<file path="config.mk">
export PLATFORM = sky130hd
export DESIGN_NAME = pixel_delta_fold_codec_core
export DESIGN_NICKNAME = d
export VERILOG_FILES = /design/src/rtl/pdfc_pkg.sv /design/src/rtl/pdfc_cfg_regs.sv /design/src/rtl/pdfc_calc.sv /design/src/rtl/pixel_delta_fold_codec_core.sv
export SDC_FILE = /design/constraint.sdc
export NUM_CORES = 1
export LEC_CHECK = 0
export ABC_CLOCK_PERIOD_IN_PS = 3000
export BUFFER_PORTS_ARGS = -buffer_cell sky130_fd_sc_hd__buf_2
export CELL_PAD_IN_SITES_DETAIL_PLACEMENT = 0
export CELL_PAD_IN_SITES_GLOBAL_PLACEMENT = 2
export CORE_MARGIN = 2
export CORE_UTILIZATION = 29
export DETAILED_ROUTE_END_ITERATION = 10
export PLACE_DENSITY = 0.75
export SYNTH_ARGS = -nofsm -noshare
export SYNTH_HDL_FRONTEND = slang
export SYNTH_SLANG_ARGS = --single-unit
</file>
<file path="constraint.sdc">
create_clock -name clk -period 3 [get_ports clk]
set_input_delay 0.45 -clock clk [delete_from_list [all_inputs] [get_ports clk]]
set_output_delay 0.45 -clock clk [all_outputs]
set_load 0.1 [all_outputs]
</file>
<file path="src/rtl/pdfc_pkg.sv">
// Shared types and constants of the pixel delta fold codec.
package pdfc_pkg;

	localparam int DEF_MAX_CHANNELS = 4;
	localparam int SAMPLE_W = 8;
	localparam int HIST_W = 7;
	localparam int COUNT_W = 3;
	localparam int APB_ADDR_W = 3;
	localparam int APB_DATA_W = 32;

	localparam logic REG_DECODE_MODE = 1'b0;
	localparam logic REG_CHANNEL_COUNT = 1'b1;

	localparam logic MODE_ENCODE = 1'b0;
	localparam logic MODE_DECODE = 1'b1;

	typedef struct packed {
		logic decode_mode;
		logic [COUNT_W-1:0] channel_count;
	} cfg_t;

endpackage

</file>
<file path="src/rtl/pdfc_cfg_regs.sv">
// APB-style configuration registers of the pixel delta fold codec.
module pdfc_cfg_regs (
	input logic clk,
	input logic arst_n,
	input logic psel,
	input logic penable,
	input logic pwrite,
	input logic [pdfc_pkg::APB_ADDR_W-1:0] paddr,
	input logic [pdfc_pkg::APB_DATA_W-1:0] pwdata,
	output logic [pdfc_pkg::APB_DATA_W-1:0] prdata,
	output logic pready,
	output pdfc_pkg::cfg_t cfg
);
	import pdfc_pkg::*;

	logic decode_mode_q;
	logic [COUNT_W-1:0] channel_count_q;
	logic wr_en;
	logic reg_sel;

	assign pready = 1'b1;
	assign wr_en = psel & penable & pwrite;
	assign reg_sel = paddr[2];

	always_ff @(posedge clk or negedge arst_n) begin
		if (!arst_n) begin
			decode_mode_q <= MODE_ENCODE;
			channel_count_q <= COUNT_W'(1);
		end else if (wr_en) begin
			unique case (reg_sel)
				REG_DECODE_MODE: decode_mode_q <= pwdata[0];
				REG_CHANNEL_COUNT: channel_count_q <= pwdata[COUNT_W-1:0];
				default: ;
			endcase
		end
	end

	always_comb begin
		prdata = '0;
		unique case (reg_sel)
			REG_DECODE_MODE: prdata[0] = decode_mode_q;
			REG_CHANNEL_COUNT: prdata[COUNT_W-1:0] = channel_count_q;
			default: prdata = '0;
		endcase
	end

	assign cfg.decode_mode = decode_mode_q;
	assign cfg.channel_count = channel_count_q;

endmodule

</file>
<file path="src/rtl/pdfc_calc.sv">
// Channel history, sample counter, delta coding logic and result register.
module pdfc_calc #(
	parameter int MAX_CHANNELS = pdfc_pkg::DEF_MAX_CHANNELS
) (
	input logic clk,
	input logic arst_n,
	input pdfc_pkg::cfg_t cfg,
	input logic load,
	input logic [pdfc_pkg::SAMPLE_W-1:0] sample_s1,
	input logic start_s1,
	input logic result_ready,
	output logic result_valid,
	output logic [pdfc_pkg::SAMPLE_W-1:0] result
);
	import pdfc_pkg::*;

	localparam int CNT_W = $clog2(MAX_CHANNELS + 1);
	localparam int IDX_W = (MAX_CHANNELS > 1) ? $clog2(MAX_CHANNELS) : 1;

	logic [HIST_W-1:0] hist_q [MAX_CHANNELS];
	logic [CNT_W-1:0] seen_q;
	logic [CNT_W-1:0] seen_base;
	logic [CNT_W-1:0] cc;
	logic [CNT_W-1:0] cc_m1;
	logic first;
	logic [HIST_W-1:0] prev;
	logic [HIST_W-1:0] v;
	logic [HIST_W:0] diff;
	logic [HIST_W-1:0] unfold;
	logic [SAMPLE_W-1:0] res;
	logic valid_s2;
	logic [SAMPLE_W-1:0] result_s2;

	always_comb begin
		if (cfg.channel_count == '0) begin
			cc = CNT_W'(1);
		end else if (32'(cfg.channel_count) > MAX_CHANNELS) begin
			cc = CNT_W'(MAX_CHANNELS);
		end else begin
			cc = CNT_W'(cfg.channel_count);
		end
	end

	assign cc_m1 = cc - CNT_W'(1);
	assign seen_base = start_s1 ? '0 : seen_q;
	assign first = seen_base < cc;
	assign prev = hist_q[cc_m1[IDX_W-1:0]];

	always_comb begin
		diff = {1'b0, sample_s1[SAMPLE_W-1:1]} - {1'b0, prev};
		unfold = sample_s1[SAMPLE_W-1:1] ^ {HIST_W{sample_s1[0]}};
		unique case (cfg.decode_mode)
			MODE_ENCODE: begin
				v = sample_s1[SAMPLE_W-1:1];
				if (first) begin
					res = {1'b0, v};
				end else begin
					res = {diff[HIST_W-1:0], 1'b0} ^ {SAMPLE_W{diff[HIST_W]}};
				end
			end
			MODE_DECODE: begin
				if (first) begin
					v = sample_s1[HIST_W-1:0];
				end else begin
					v = prev + unfold;
				end
				res = {v, 1'b0};
			end
			default: begin
				v = '0;
				res = '0;
			end
		endcase
	end

	always_ff @(posedge clk or negedge arst_n) begin
		if (!arst_n) begin
			hist_q[0] <= '0;
			seen_q <= '0;
		end else if (load) begin
			hist_q[0] <= v;
			if (32'(seen_base) < MAX_CHANNELS) begin
				seen_q <= seen_base + CNT_W'(1);
			end else begin
				seen_q <= seen_base;
			end
		end
	end

	for (genvar k = 1; k < MAX_CHANNELS; k++) begin : g_hist
		always_ff @(posedge clk or negedge arst_n) begin
			if (!arst_n) begin
				hist_q[k] <= '0;
			end else if (load) begin
				hist_q[k] <= hist_q[k-1];
			end
		end
	end

	always_ff @(posedge clk or negedge arst_n) begin
		if (!arst_n) begin
			valid_s2 <= 1'b0;
		end else if (load) begin
			valid_s2 <= 1'b1;
		end else if (result_ready) begin
			valid_s2 <= 1'b0;
		end
	end

	always_ff @(posedge clk) begin
		if (load) begin
			result_s2 <= res;
		end
	end

	assign result_valid = valid_s2;
	assign result = result_s2;

	a_seen_bound: assert property (@(posedge clk) disable iff (!arst_n)
		32'(seen_q) <= MAX_CHANNELS)
		else $error("sample counter above channel limit");

	a_start_count: assert property (@(posedge clk) disable iff (!arst_n)
		load && start_s1 |=> seen_q == CNT_W'(1))
		else $error("image start did not restart the sample counter");

	a_decode_even: assert property (@(posedge clk) disable iff (!arst_n)
		valid_s2 && cfg.decode_mode == MODE_DECODE |-> !result_s2[0])
		else $error("decoded pixel byte is odd");

	a_load_room: assert property (@(posedge clk) disable iff (!arst_n)
		load |-> !valid_s2 || result_ready)
		else $error("result register overwritten while held");

endmodule

</file>
<file path="src/rtl/pixel_delta_fold_codec_core.sv">
// Top level of the pixel delta fold codec: input register and block wiring.
//
// Samples enter on the sample channel (sample, image_start, sample_valid,
// sample_ready) and leave on the result channel (result, result_valid,
// result_ready); each beat in gives exactly one beat out, in order.
// A beat passes an input register and then the coding logic into the result
// register, from which its result is offered.
// One beat is accepted per cycle while the receiver keeps up; the rate is set
// by the history update between the two registers. When the receiver stalls,
// the result register holds its beat, one more beat waits in the input
// register, and sample_ready then falls. Setting image_start on a beat
// restarts the per-channel history count. Reset clears the history, the count
// and both valid flags, and sets encode mode with one channel. Registers are
// written through the APB port (decode_mode at 0x0, channel_count at 0x4) by
// the user only while the block is idle; the block does not enforce this.
module pixel_delta_fold_codec_core #(
	parameter int MAX_CHANNELS = pdfc_pkg::DEF_MAX_CHANNELS
) (
	input logic clk,
	input logic arst_n,
	input logic psel,
	input logic penable,
	input logic pwrite,
	input logic [pdfc_pkg::APB_ADDR_W-1:0] paddr,
	input logic [pdfc_pkg::APB_DATA_W-1:0] pwdata,
	output logic [pdfc_pkg::APB_DATA_W-1:0] prdata,
	output logic pready,
	input logic sample_valid,
	output logic sample_ready,
	input logic [pdfc_pkg::SAMPLE_W-1:0] sample,
	input logic image_start,
	output logic result_valid,
	input logic result_ready,
	output logic [pdfc_pkg::SAMPLE_W-1:0] result
);
	import pdfc_pkg::*;

	cfg_t cfg;
	logic valid_s1;
	logic [SAMPLE_W-1:0] sample_s1;
	logic start_s1;
	logic load;

	pdfc_cfg_regs u_cfg_regs (
		.clk(clk),
		.arst_n(arst_n),
		.psel(psel),
		.penable(penable),
		.pwrite(pwrite),
		.paddr(paddr),
		.pwdata(pwdata),
		.prdata(prdata),
		.pready(pready),
		.cfg(cfg)
	);

	assign load = valid_s1 && (!result_valid || result_ready);
	assign sample_ready = !valid_s1 || load;

	always_ff @(posedge clk or negedge arst_n) begin
		if (!arst_n) begin
			valid_s1 <= 1'b0;
		end else if (sample_ready) begin
			valid_s1 <= sample_valid;
		end
	end

	always_ff @(posedge clk) begin
		if (sample_ready && sample_valid) begin
			sample_s1 <= sample;
			start_s1 <= image_start;
		end
	end

	pdfc_calc #(
		.MAX_CHANNELS(MAX_CHANNELS)
	) u_calc (
		.clk(clk),
		.arst_n(arst_n),
		.cfg(cfg),
		.load(load),
		.sample_s1(sample_s1),
		.start_s1(start_s1),
		.result_ready(result_ready),
		.result_valid(result_valid),
		.result(result)
	);

endmodule

</file>
==> summary.txt, run 1 <==
Power and ir drop
  – Total power draw: 4.73 mW
  – Maximum VDD drop: 0.000367 V
  – Power Density: 1000 nW/um^2
  – Leak Pwr: 2.19 nW

Placed design
  – Placer Congestion: 0.845
  – PortBufs: 32
  – Pre-CTS setup slack: -0.316 ns
  – Post-DP HPWL: 6.57 mm

Setup path
  – Max FO, Critical Path: 6
  – Crit path DAT: 3.31 ns
  – Startpoint type of the worst setup path: flip-flop
  – Critical path class: flip-flop to flip-flop
  – Worst EP required: 3.02 ns
  – Worst setup EP type: flip-flop

Timing
  – Setup Skew: 0.0121 ns
  – Minimum clock period: 3.29 ns
  – Final worst slack: -0.287 ns
  – # setup viols final: 9
  – Max_slew headroom: 43.5%
  – Final Slew Violations: 0
  – Max Fclk: 0.304 GHz
  – Worst-margin pin slew: 0.847 ns
  – Final period util: 110%
  – Unrepaired setup endpoints after global routing: yes
  – Hold Vio Cnt, Final: 0

Die
  – I/O pin cnt: 94
  – Row count: 40
  – Core area: 12100 um^2
  – Die ar.: 13400 um^2
  – Starting density of the core: 29.9%
  – Die width: 116 um
  – Die Ht: 116 um

GRT
  – Initial antenna violation count: 0
  – Largest net degree at the start of global routing: 38
  – Total grt overflow: 0
  – GRT Total Usage: 13.6%
  – Global-route wire length before repair: 14.4 mm
  – Vias in the first global route: 2964

Synthesis
  – Yosys top cell by area: dfrtp_1
  – Synthesized area: 3610 um^2
  – Most common cell in the synthesized netlist: nand2_1
  – Post-synthesis sequential area ratio: 39.8%
  – Distinct cells, synth: 53
  – Post-synth EDFFs: 17
  – Number of synthesized register bits: 54
  – Post-synth top flop: dfrtp_1
  – Most frequent cells after synthesis: nand2_1 (86), dfrtp_1 (36), buf_4 (30), nor2_1 (23), o21ai_0 (18)
  – Synth top area cells: dfrtp_1 (25%), edfxtp_1 (14%), nand2_1 (8.9%)
  – Post-synth ARST share: 68.5%
  – Synth Area per Inst: 9.14 um^2
  – Syn. warnings: 0
  – Share of the synthesized area in the top cell type: 24.9%
  – Cells after Synth: 395

Routing
  – TritonRoute pass-1 iters: 4
  – Final wirelength: 8.81 mm
  – Vias: 2976
  – Post-route ant nets: 0
  – Drt drc: 0
  – Initial DRC count: 80
  – Post-DR vias/cell: 4.56
  – WL per Instance: 13.5 um

Final layout
  – Fillers: 1232
  – Final core utilization: 39.2%
  – Ant. Diodes: 0
  – Layout cell share with drive strength beyond 1: 33.2%
  – Nets: 550
  – Synth-to-Final Area Change: 30.8%

Clock tree
  – Clock Latency Late Sink: 0.29 ns
  – Clk slew on worst S/H paths: 0.07 ns
  – CTS tree: done
  – Max clock buf depth: 2
  – CTS H-tree depth: 2
  – Root buffer cell: clkbuf_16
  – # clock sinks: 54
  – # hold bufs at CTS: 0
  – CTS Buf Count: 5

Status
  – Failing checks: negative setup slack
  – Status: finished with violations

Worst hold path
  – Hold Crit Class: input pin to asynchronous set/reset pin

Job
  – Maxcap violations: 0
[routing by layer]
metal	global-route usage, %	share of wire [%]
met1	17.7	46
met2	23.8	50
met3	2.09	2.9
met4	3.37	1.7
met5	0	0
[worst max-delay path, stage by stage, from the launching register on]
cell and delay, ns:
dfstp_2 0.59, buf_6 0.15, mux2i_4 0.25, a211oi_4 0.09
buf_6 0.13, o31ai_4 0.24, a31oi_4 0.16, o41ai_4 0.35
or2_4 0.20, a31oi_4 0.16, xor2_1 0.20, mux4_2 0.50
[sequential cells by signal, indices dropped and copies added, names as in the netlist]
name,count
u_calc.seen_q,3
u_cfg_regs.decode_mode_q,1
sample_s1,8
u_calc.result,8
start_s1,1
u_calc.hist_q,28
u_calc.result_valid,1
valid_s1,1
u_cfg_regs.channel_count_q,3
[layout by cell type (no fill, tap or decap), types with 11 or more instances in the layout]
cell type  synthesis  routed
buf_2              1      32
buf_4             30      65
conb_1             2      30
dfrtp_1           36      35
edfxtp_1          17      17
inv_1             14      12
nand2_1           86      86
nor2_1            23      21
o21ai_0           18      14
xnor2_1           16      11
[cells by family (layout without fill, tap and decap cells)]
kind of cell | after synthesis | count (layout) | synth area share [%]
compound gates | 68 | 68 | 13.5
other cells | 2 | 30 | 0.208
flops | 54 | 54 | 39.8
simple gates | 145 | 145 | 17.5
mux | 22 | 22 | 7.69
xor+xnor | 23 | 23 | 5.58
buf+inv | 64 | 126 | 10.0
fa+ha+maj | 17 | 17 | 5.75
[report_power, final]
group | switching, mW | internal (mW)
combinational | 1.65 | 1.33
sequential | 0.165 | 1.00
clock | 0.256 | 0.321
total | 2.07 | 2.65
[worst paths after layout]
path / endpoint / from / slack (ns) / depth (start not counted)
max in group asynchronous: u_cfg_regs.channel_count_q[1] / arst_n / 2.15 / 1
worst max register to register: u_calc.result[2] / u_cfg_regs.channel_count_q[0] / -0.29 / 11
min in group clk: sample_s1[2] / sample[2] / 0.33 / 1
worst min register to register: u_calc.hist_q[2] / u_calc.hist_q[2] / 0.48 / 2
worst min-delay path: u_calc.seen_q[0] / arst_n / 0.26 / 1
worst max-delay path: u_calc.result[2] / u_cfg_regs.channel_count_q[0] / -0.29 / 11
[cell type report]
type                            instances  area (um^2)  area share, %
Clock buffer                            7          136           2.89
Sequential cell                        54         1440           30.5
Multi-Input combinational cell        305         2160           45.7
Inverter                               15         56.3           1.19
Clock inverter                          1         6.26          0.132
Timing Repair Buffer                  103          716           15.2
Tap cell                              168          210           4.45
[through the flow]
stage,hold WS (ns),cells,TNS [ns],area (um^2)
finish,0.263,653,-1.58,4720
floorplan,0.154,423,-0.339,3750
global placement,0.459,635,-2.07,4280
detailed placement,0.457,635,-2.35,4280
global route,0.326,653,-3.36,4720
CTS,0.306,648,-1.33,4600
[repair_timing]
| action | 4_1_cts | 5_1_grt |
|---|---|---|
| pin swaps | 17 | 14 |
| buffers inserted | 5 | 5 |
| gates resized for setup | 26 | 16 |
| setup endpoints to repair | 12 | 13 |
Power figures use the tool's default switching activity.
==> inputs of run 2 (changes only) <==
--- a/constraint.sdc
+++ b/constraint.sdc
@@ -3,2 +3,2 @@
 set_output_delay 0.45 -clock clk [all_outputs]
-set_load 0.1 [all_outputs]
+set_load 0.05 [all_outputs]
==> summary.txt, run 2 (synthesis results as in run 1) <==
Placed design
  – Placed cell area: 4260 um^2
  – Placer Congestion: 0.808
  – Post-DP HPWL: 6.42 mm
  – Placed cells: 633
  – Pre-CTS setup slack: -0.292 ns
  – PortBufs: 32

Timing
  – Max Fclk: 0.308 GHz
  – Hold Vio Cnt, Final: 0
  – Minimum clock period: 3.25 ns
  – # setup viols final: 7
  – Final Slew Violations: 0
  – Final period util: 108%
  – Unrepaired setup endpoints after global routing: yes
  – Hold_ws: 0.265 ns
  – Worst-margin pin slew: 0.857 ns
  – Max_slew headroom: 42.9%
  – Final worst slack: -0.245 ns
  – Setup Skew: 0.00339 ns

Setup path
  – Crit path DAT: 3.27 ns
  – Max FO, Critical Path: 6
  – Worst setup EP type: flip-flop
  – Startpoint type of the worst setup path: flip-flop
  – Worst R2R Path Depth: 10
  – RR Startpoint: u_cfg_regs.channel_count_q[0]
  – R2R setup slack: -0.25 ns
  – RR Endpoint: u_calc.result[1]
  – Critical path class: flip-flop to flip-flop
  – Worst EP required: 3.02 ns

Die
  – Starting density of the core: 29.9%
  – Die ar.: 13400 um^2
  – Core area: 12100 um^2
  – Die Ht: 116 um
  – Row count: 40
  – I/O pin cnt: 94
  – Die width: 116 um

Power and ir drop
  – Maximum VDD drop: 0.000296 V
  – Leak Pwr: 2.18 nW
  – Power Density: 952 nW/um^2

Clock tree
  – # hold bufs at CTS: 0
  – CTS Buf Count: 5
  – Root buffer cell: clkbuf_16
  – CTS H-tree depth: 2
  – Clock Latency Late Sink: 0.29 ns
  – Max clock buf depth: 2
  – Clk slew on worst S/H paths: 0.07 ns
  – # clock sinks: 54
  – CTS tree: done

Final layout
  – Fillers: 1197
  – Final Non-Filler Cells: 652
  – Max reg flops: 28
  – Largest Register: u_calc.hist_q
  – Most frequent cells in the layout: nand2_1 (86), buf_4 (67), dfrtp_1 (36), buf_2 (32), conb_1 (30)
  – Layout cell share with drive strength beyond 1: 34.5%
  – Nets: 549
  – Commonest non-fill, non-tap cell in the layout: nand2_1
  – Synth-to-Final Area Change: 31.9%
  – Ant. Diodes: 0
  – Sequential cell area: 1440 um^2
  – Area of the multi-input gates: 2220 um^2
  – Post-Layout Inst Area: 4760 um^2

GRT
  – GRT Total Usage: 13.3%
  – Vias in the first global route: 2866
  – Initial antenna violation count: 0
  – Global-route wire length before repair: 13.9 mm
  – Total grt overflow: 0
  – Largest net degree at the start of global routing: 38

Job
  – Maxcap violations: 0

Routing
  – Vias: 2936
  – Post-DR vias/cell: 4.50
  – Post-route ant nets: 0
  – Final wirelength: 8.67 mm
  – TritonRoute pass-1 iters: 4
  – WL per Instance: 13.3 um
  – Initial DRC count: 77
  – Drt drc: 0

Worst hold path
  – Hold Crit Class: input pin to asynchronous set/reset pin

Status
  – Failing checks: negative setup slack
  – Status: finished with violations
==> run 2: cell count changes in the layout (fill, tap and decap cells not counted), sizes merged <==
cell    previous run  this run
clkinv             1         3
inv               15        14
buf              103       102
clkbuf             7         6
==> run 2: final cells by class <==
| class | instances | area share (%) |
|---|---|---|
| Multi-Input combinational cell | 305 | 46.7 |
| Clock buffer | 6 | 2.71 |
| Clock inverter | 2 | 0.184 |
| Tap cell | 168 | 4.41 |
| Timing Repair Buffer | 102 | 14.6 |
| Inverter | 15 | 1.18 |
| Sequential cell | 54 | 30.2 |
==> run 2: timing repair <==
item                       in CTS  in global routing
pin swaps                      10                 22
setup endpoints to repair      12                 13
buffers inserted                6                  8
resized for setup              10                 42
==> run 2: routing by layer <==
metal  vias up  wire (um)  track usage [%]
met4         0        131             3.94
met5         -          0                0
met1      1378       4080             18.1
met2        77       4050             21.8
met3        12        404             2.35
li1       1469          -                -
==> run 2: metrics by stage <==
| stage | utilization (%) | TNS (ns) | total power [mW] |
|---|---|---|---|
| final | 39.5 | -1.23 | 4.53 |
| after global routing | 39.5 | -2.39 | 4.87 |
| after CTS | 37.3 | -1.68 | 4.24 |
| after detailed placement | 35.3 | -2.17 | 3.54 |
| after global placement | 35.3 | -2.23 | 3.50 |
| after floorplan | - | -0.339 | 2.75 |
==> run 2: worst max-delay path: stages (launching register included) <==
cell and delay [ns]:
dfstp_2 0.59, buf_6 0.14, mux2i_2 0.09, a211oi_4 0.35, o21ai_1 0.18, a31oi_4 0.32
o31ai_4 0.10, or2_4 0.26, a31oi_4 0.33, xnor2_1 0.12, mux4_2 0.50
==> run 2: how the worst max path moves through the flow <==
stage	startpoint	endpoint	slack [ns]
after floorplan	u_cfg_regs.channel_count_q[0]	u_calc.result[5]	-0.10
after global placement	u_cfg_regs.channel_count_q[0]	u_calc.result[6]	-0.31
after detailed placement	u_cfg_regs.channel_count_q[0]	u_calc.result[6]	-0.29
after CTS	u_cfg_regs.channel_count_q[0]	u_calc.result[4]	-0.27
after global routing	u_cfg_regs.channel_count_q[0]	u_calc.result[4]	-0.35
final	u_cfg_regs.channel_count_q[0]	u_calc.result[1]	-0.25
==> run 2: power breakdown <==
group          internal (mW)  leakage [nW]  switching [mW]
combinational           1.36          1.50            1.43
sequential              1.00         0.618           0.179
clock                  0.306        0.0683           0.252
==> inputs of run 3 (changes only) <==
CORE_UTILIZATION = 30   (was 29)
CTS_BUF_LIST = sky130_fd_sc_hd__clkbuf_4   (was default)
PLACE_DENSITY = 0.78   (was 0.75)
==> summary.txt, run 3 (synthesis results as in run 1) <==
Timing
  – Unrepaired setup endpoints after global routing: yes
  – Final Slew Violations: 0
  – Minimum clock period: 3.27 ns
  – Setup Skew: 0.0193 ns
  – Hold Vio Cnt, Final: 0
  – # setup viols final: 8
  – Worst-margin pin slew: 0.862 ns
  – Final worst slack: -0.272 ns
  – Hold_ws: 0.135 ns
  – Final period util: 109%
  – Setup TNS: -1.67 ns
  – Max Fclk: 0.306 GHz
  – Max_slew headroom: 42.5%

Placed design
  – Placed cells: 611
  – Post-DP HPWL: 6.44 mm
  – Placer Congestion: 0.834
  – Pre-CTS setup slack: -0.314 ns
  – PortBufs: 32

Routing
  – Post-route ant nets: 0
  – Initial DRC count: 143
  – WL met3: 253 um
  – Met2 WL: 4.41 mm
  – WL per Instance: 14.0 um
  – Top sig layer: met4
  – TritonRoute pass-1 iters: 6
  – Post-DR vias/cell: 4.67
  – Metal1 wirelength: 4.19 mm
  – Final wirelength: 8.90 mm
  – Drt drc: 0
  – Vias: 2958

Final layout
  – Layout cell share with drive strength beyond 1: 35.9%
  – Ant. Diodes: 0
  – Nets: 552
  – Fillers: 1169
  – Most frequent cells in the layout: nand2_1 (85), buf_4 (63), dfrtp_1 (36), buf_2 (32), conb_1 (30)
  – Final Non-Filler Cells: 634
  – Commonest non-fill, non-tap cell in the layout: nand2_1
  – Largest Register: u_calc.hist_q
  – Synth-to-Final Area Change: 31.5%
  – Max reg flops: 28

Clock tree
  – CTS Buf Count: 5
  – Root buffer cell: clkbuf_4
  – Clock Latency Late Sink: 0.39 ns
  – Max clock buf depth: 2
  – Clk slew on worst S/H paths: 0.18 ns
  – # clock sinks: 54
  – CTS tree: done
  – CTS H-tree depth: 2

Power and ir drop
  – Logic pwr share: 65.7%
  – Clock share of power: 7.9%
  – Power Density: 931 nW/um^2
  – Flop pwr share: 26.3%
  – Int Power: 2.52 mW
  – Maximum VDD drop: 0.000311 V
  – Net Switching: 1.90 mW
  – Leak Pwr: 2.20 nW
  – Sw frac: 42.9%

Die
  – Die Ht: 114 um
  – Row count: 40
  – Die width: 114 um
  – Die ar.: 12900 um^2
  – Core area: 11900 um^2
  – Starting density of the core: 30.5%
  – I/O pin cnt: 94

GRT
  – GRT Total Usage: 14.1%
  – Largest net degree at the start of global routing: 38
  – Global-route wire length before repair: 14.4 mm
  – Initial antenna violation count: 0
  – Total grt overflow: 0
  – Vias in the first global route: 2862

Setup path
  – Worst R2R Path Depth: 12
  – Crit path DAT: 3.42 ns
  – Worst EP required: 3.15 ns
  – R2R setup slack: -0.27 ns
  – Max FO, Critical Path: 5
  – Critical path class: flip-flop to flip-flop
  – Startpoint type of the worst setup path: flip-flop
  – RR Startpoint: u_cfg_regs.channel_count_q[0]
  – RR Endpoint: u_calc.result[2]
  – Worst setup EP type: flip-flop

Worst hold path
  – Hold Crit Class: input pin to asynchronous set/reset pin

Status
  – Status: finished with violations
  – Failing checks: negative setup slack

Job
  – Maxcap violations: 0
[run 3: changes by cell type in the layout (fill, tap and decap cells not counted), moves of 3 or more]
cell | previous run | this run
buf_6 | 3 | 8
clkbuf_4 | 0 | 5
clkbuf_16 | 5 | 0
o21ai_1 | 6 | 3
buf_4 | 67 | 63
nand3_2 | 3 | 0
o21ai_2 | 2 | 6
[run 3: cell type report]
type / count / area, um^2 / area share (%)
Clock buffer: 5 / 37.5 / 0.790
Clock inverter: 3 / 23.8 / 0.500
Inverter: 15 / 56.3 / 1.19
Multi-Input combinational cell: 305 / 2250 / 47.4
Sequential cell: 54 / 1440 / 30.3
Tap cell: 147 / 184 / 3.87
Timing Repair Buffer: 105 / 758 / 16.0
[run 3: worst max path at each step]
| stage | slack [ns] | start | cells after the start | end |
|---|---|---|---|---|
| after floorplan | -0.10 | u_cfg_regs.channel_count_q[0] | 13 | u_calc.result[5] |
| after global placement | -0.26 | u_cfg_regs.channel_count_q[0] | 12 | u_calc.result[5] |
| after detailed placement | -0.31 | u_cfg_regs.channel_count_q[0] | 12 | u_calc.result[5] |
| after CTS | -0.27 | u_cfg_regs.channel_count_q[0] | 15 | u_calc.result[5] |
| after global routing | -0.43 | u_cfg_regs.channel_count_q[0] | 13 | u_calc.result[2] |
| final | -0.27 | u_cfg_regs.channel_count_q[0] | 12 | u_calc.result[2] |
[run 3: power by group through the flow]
stage | combinational, mW | sequential [mW] | clock [mW]
after floorplan | 1.50 | 1.25 | 0
after global placement | 2.30 | 1.17 | 0
after detailed placement | 2.34 | 1.18 | 0
after CTS | 2.52 | 1.16 | 0.369
after global routing | 3.18 | 1.20 | 0.399
final | 2.91 | 1.16 | 0.351
[run 3: what timing repair did]
item | CTS | global route
endpoints found under the setup margin | 13 | 12
cloned | 0 | 0
hold buffers | 0 | 0
resized for setup | 22 | 46
pin swaps | 18 | 25
setup buffers | 8 | 12
[run 3: worst max-delay path, stage by stage (launching register included)]
cell and delay, ns:
dfstp_2 0.62, buf_4 0.14, mux2i_1 0.07, a211oi_1 0.20
a21oi_1 0.06, buf_4 0.17, ha_1 0.29, inv_1 0.10
o41ai_4 0.38, or2_4 0.19, a31oi_4 0.16, xor2_1 0.20
mux4_2 0.46
[run 3: per-stage QoR]
stage | utilization (%) | power (mW) | cell area, um^2
after floorplan | - | 2.75 | 3750
after global placement | 35.7 | 3.47 | 4240
after detailed placement | 35.7 | 3.52 | 4240
after CTS | 37.7 | 4.05 | 4470
after global routing | 40.1 | 4.78 | 4750
final | 40.1 | 4.42 | 4750
[run 3: layer usage]
layer,vias up,global-route usage [%]
met5,-,0
met4,0,1.95
met3,4,2.55
met2,51,23.9
met1,1430,19.3
li1,1473,-
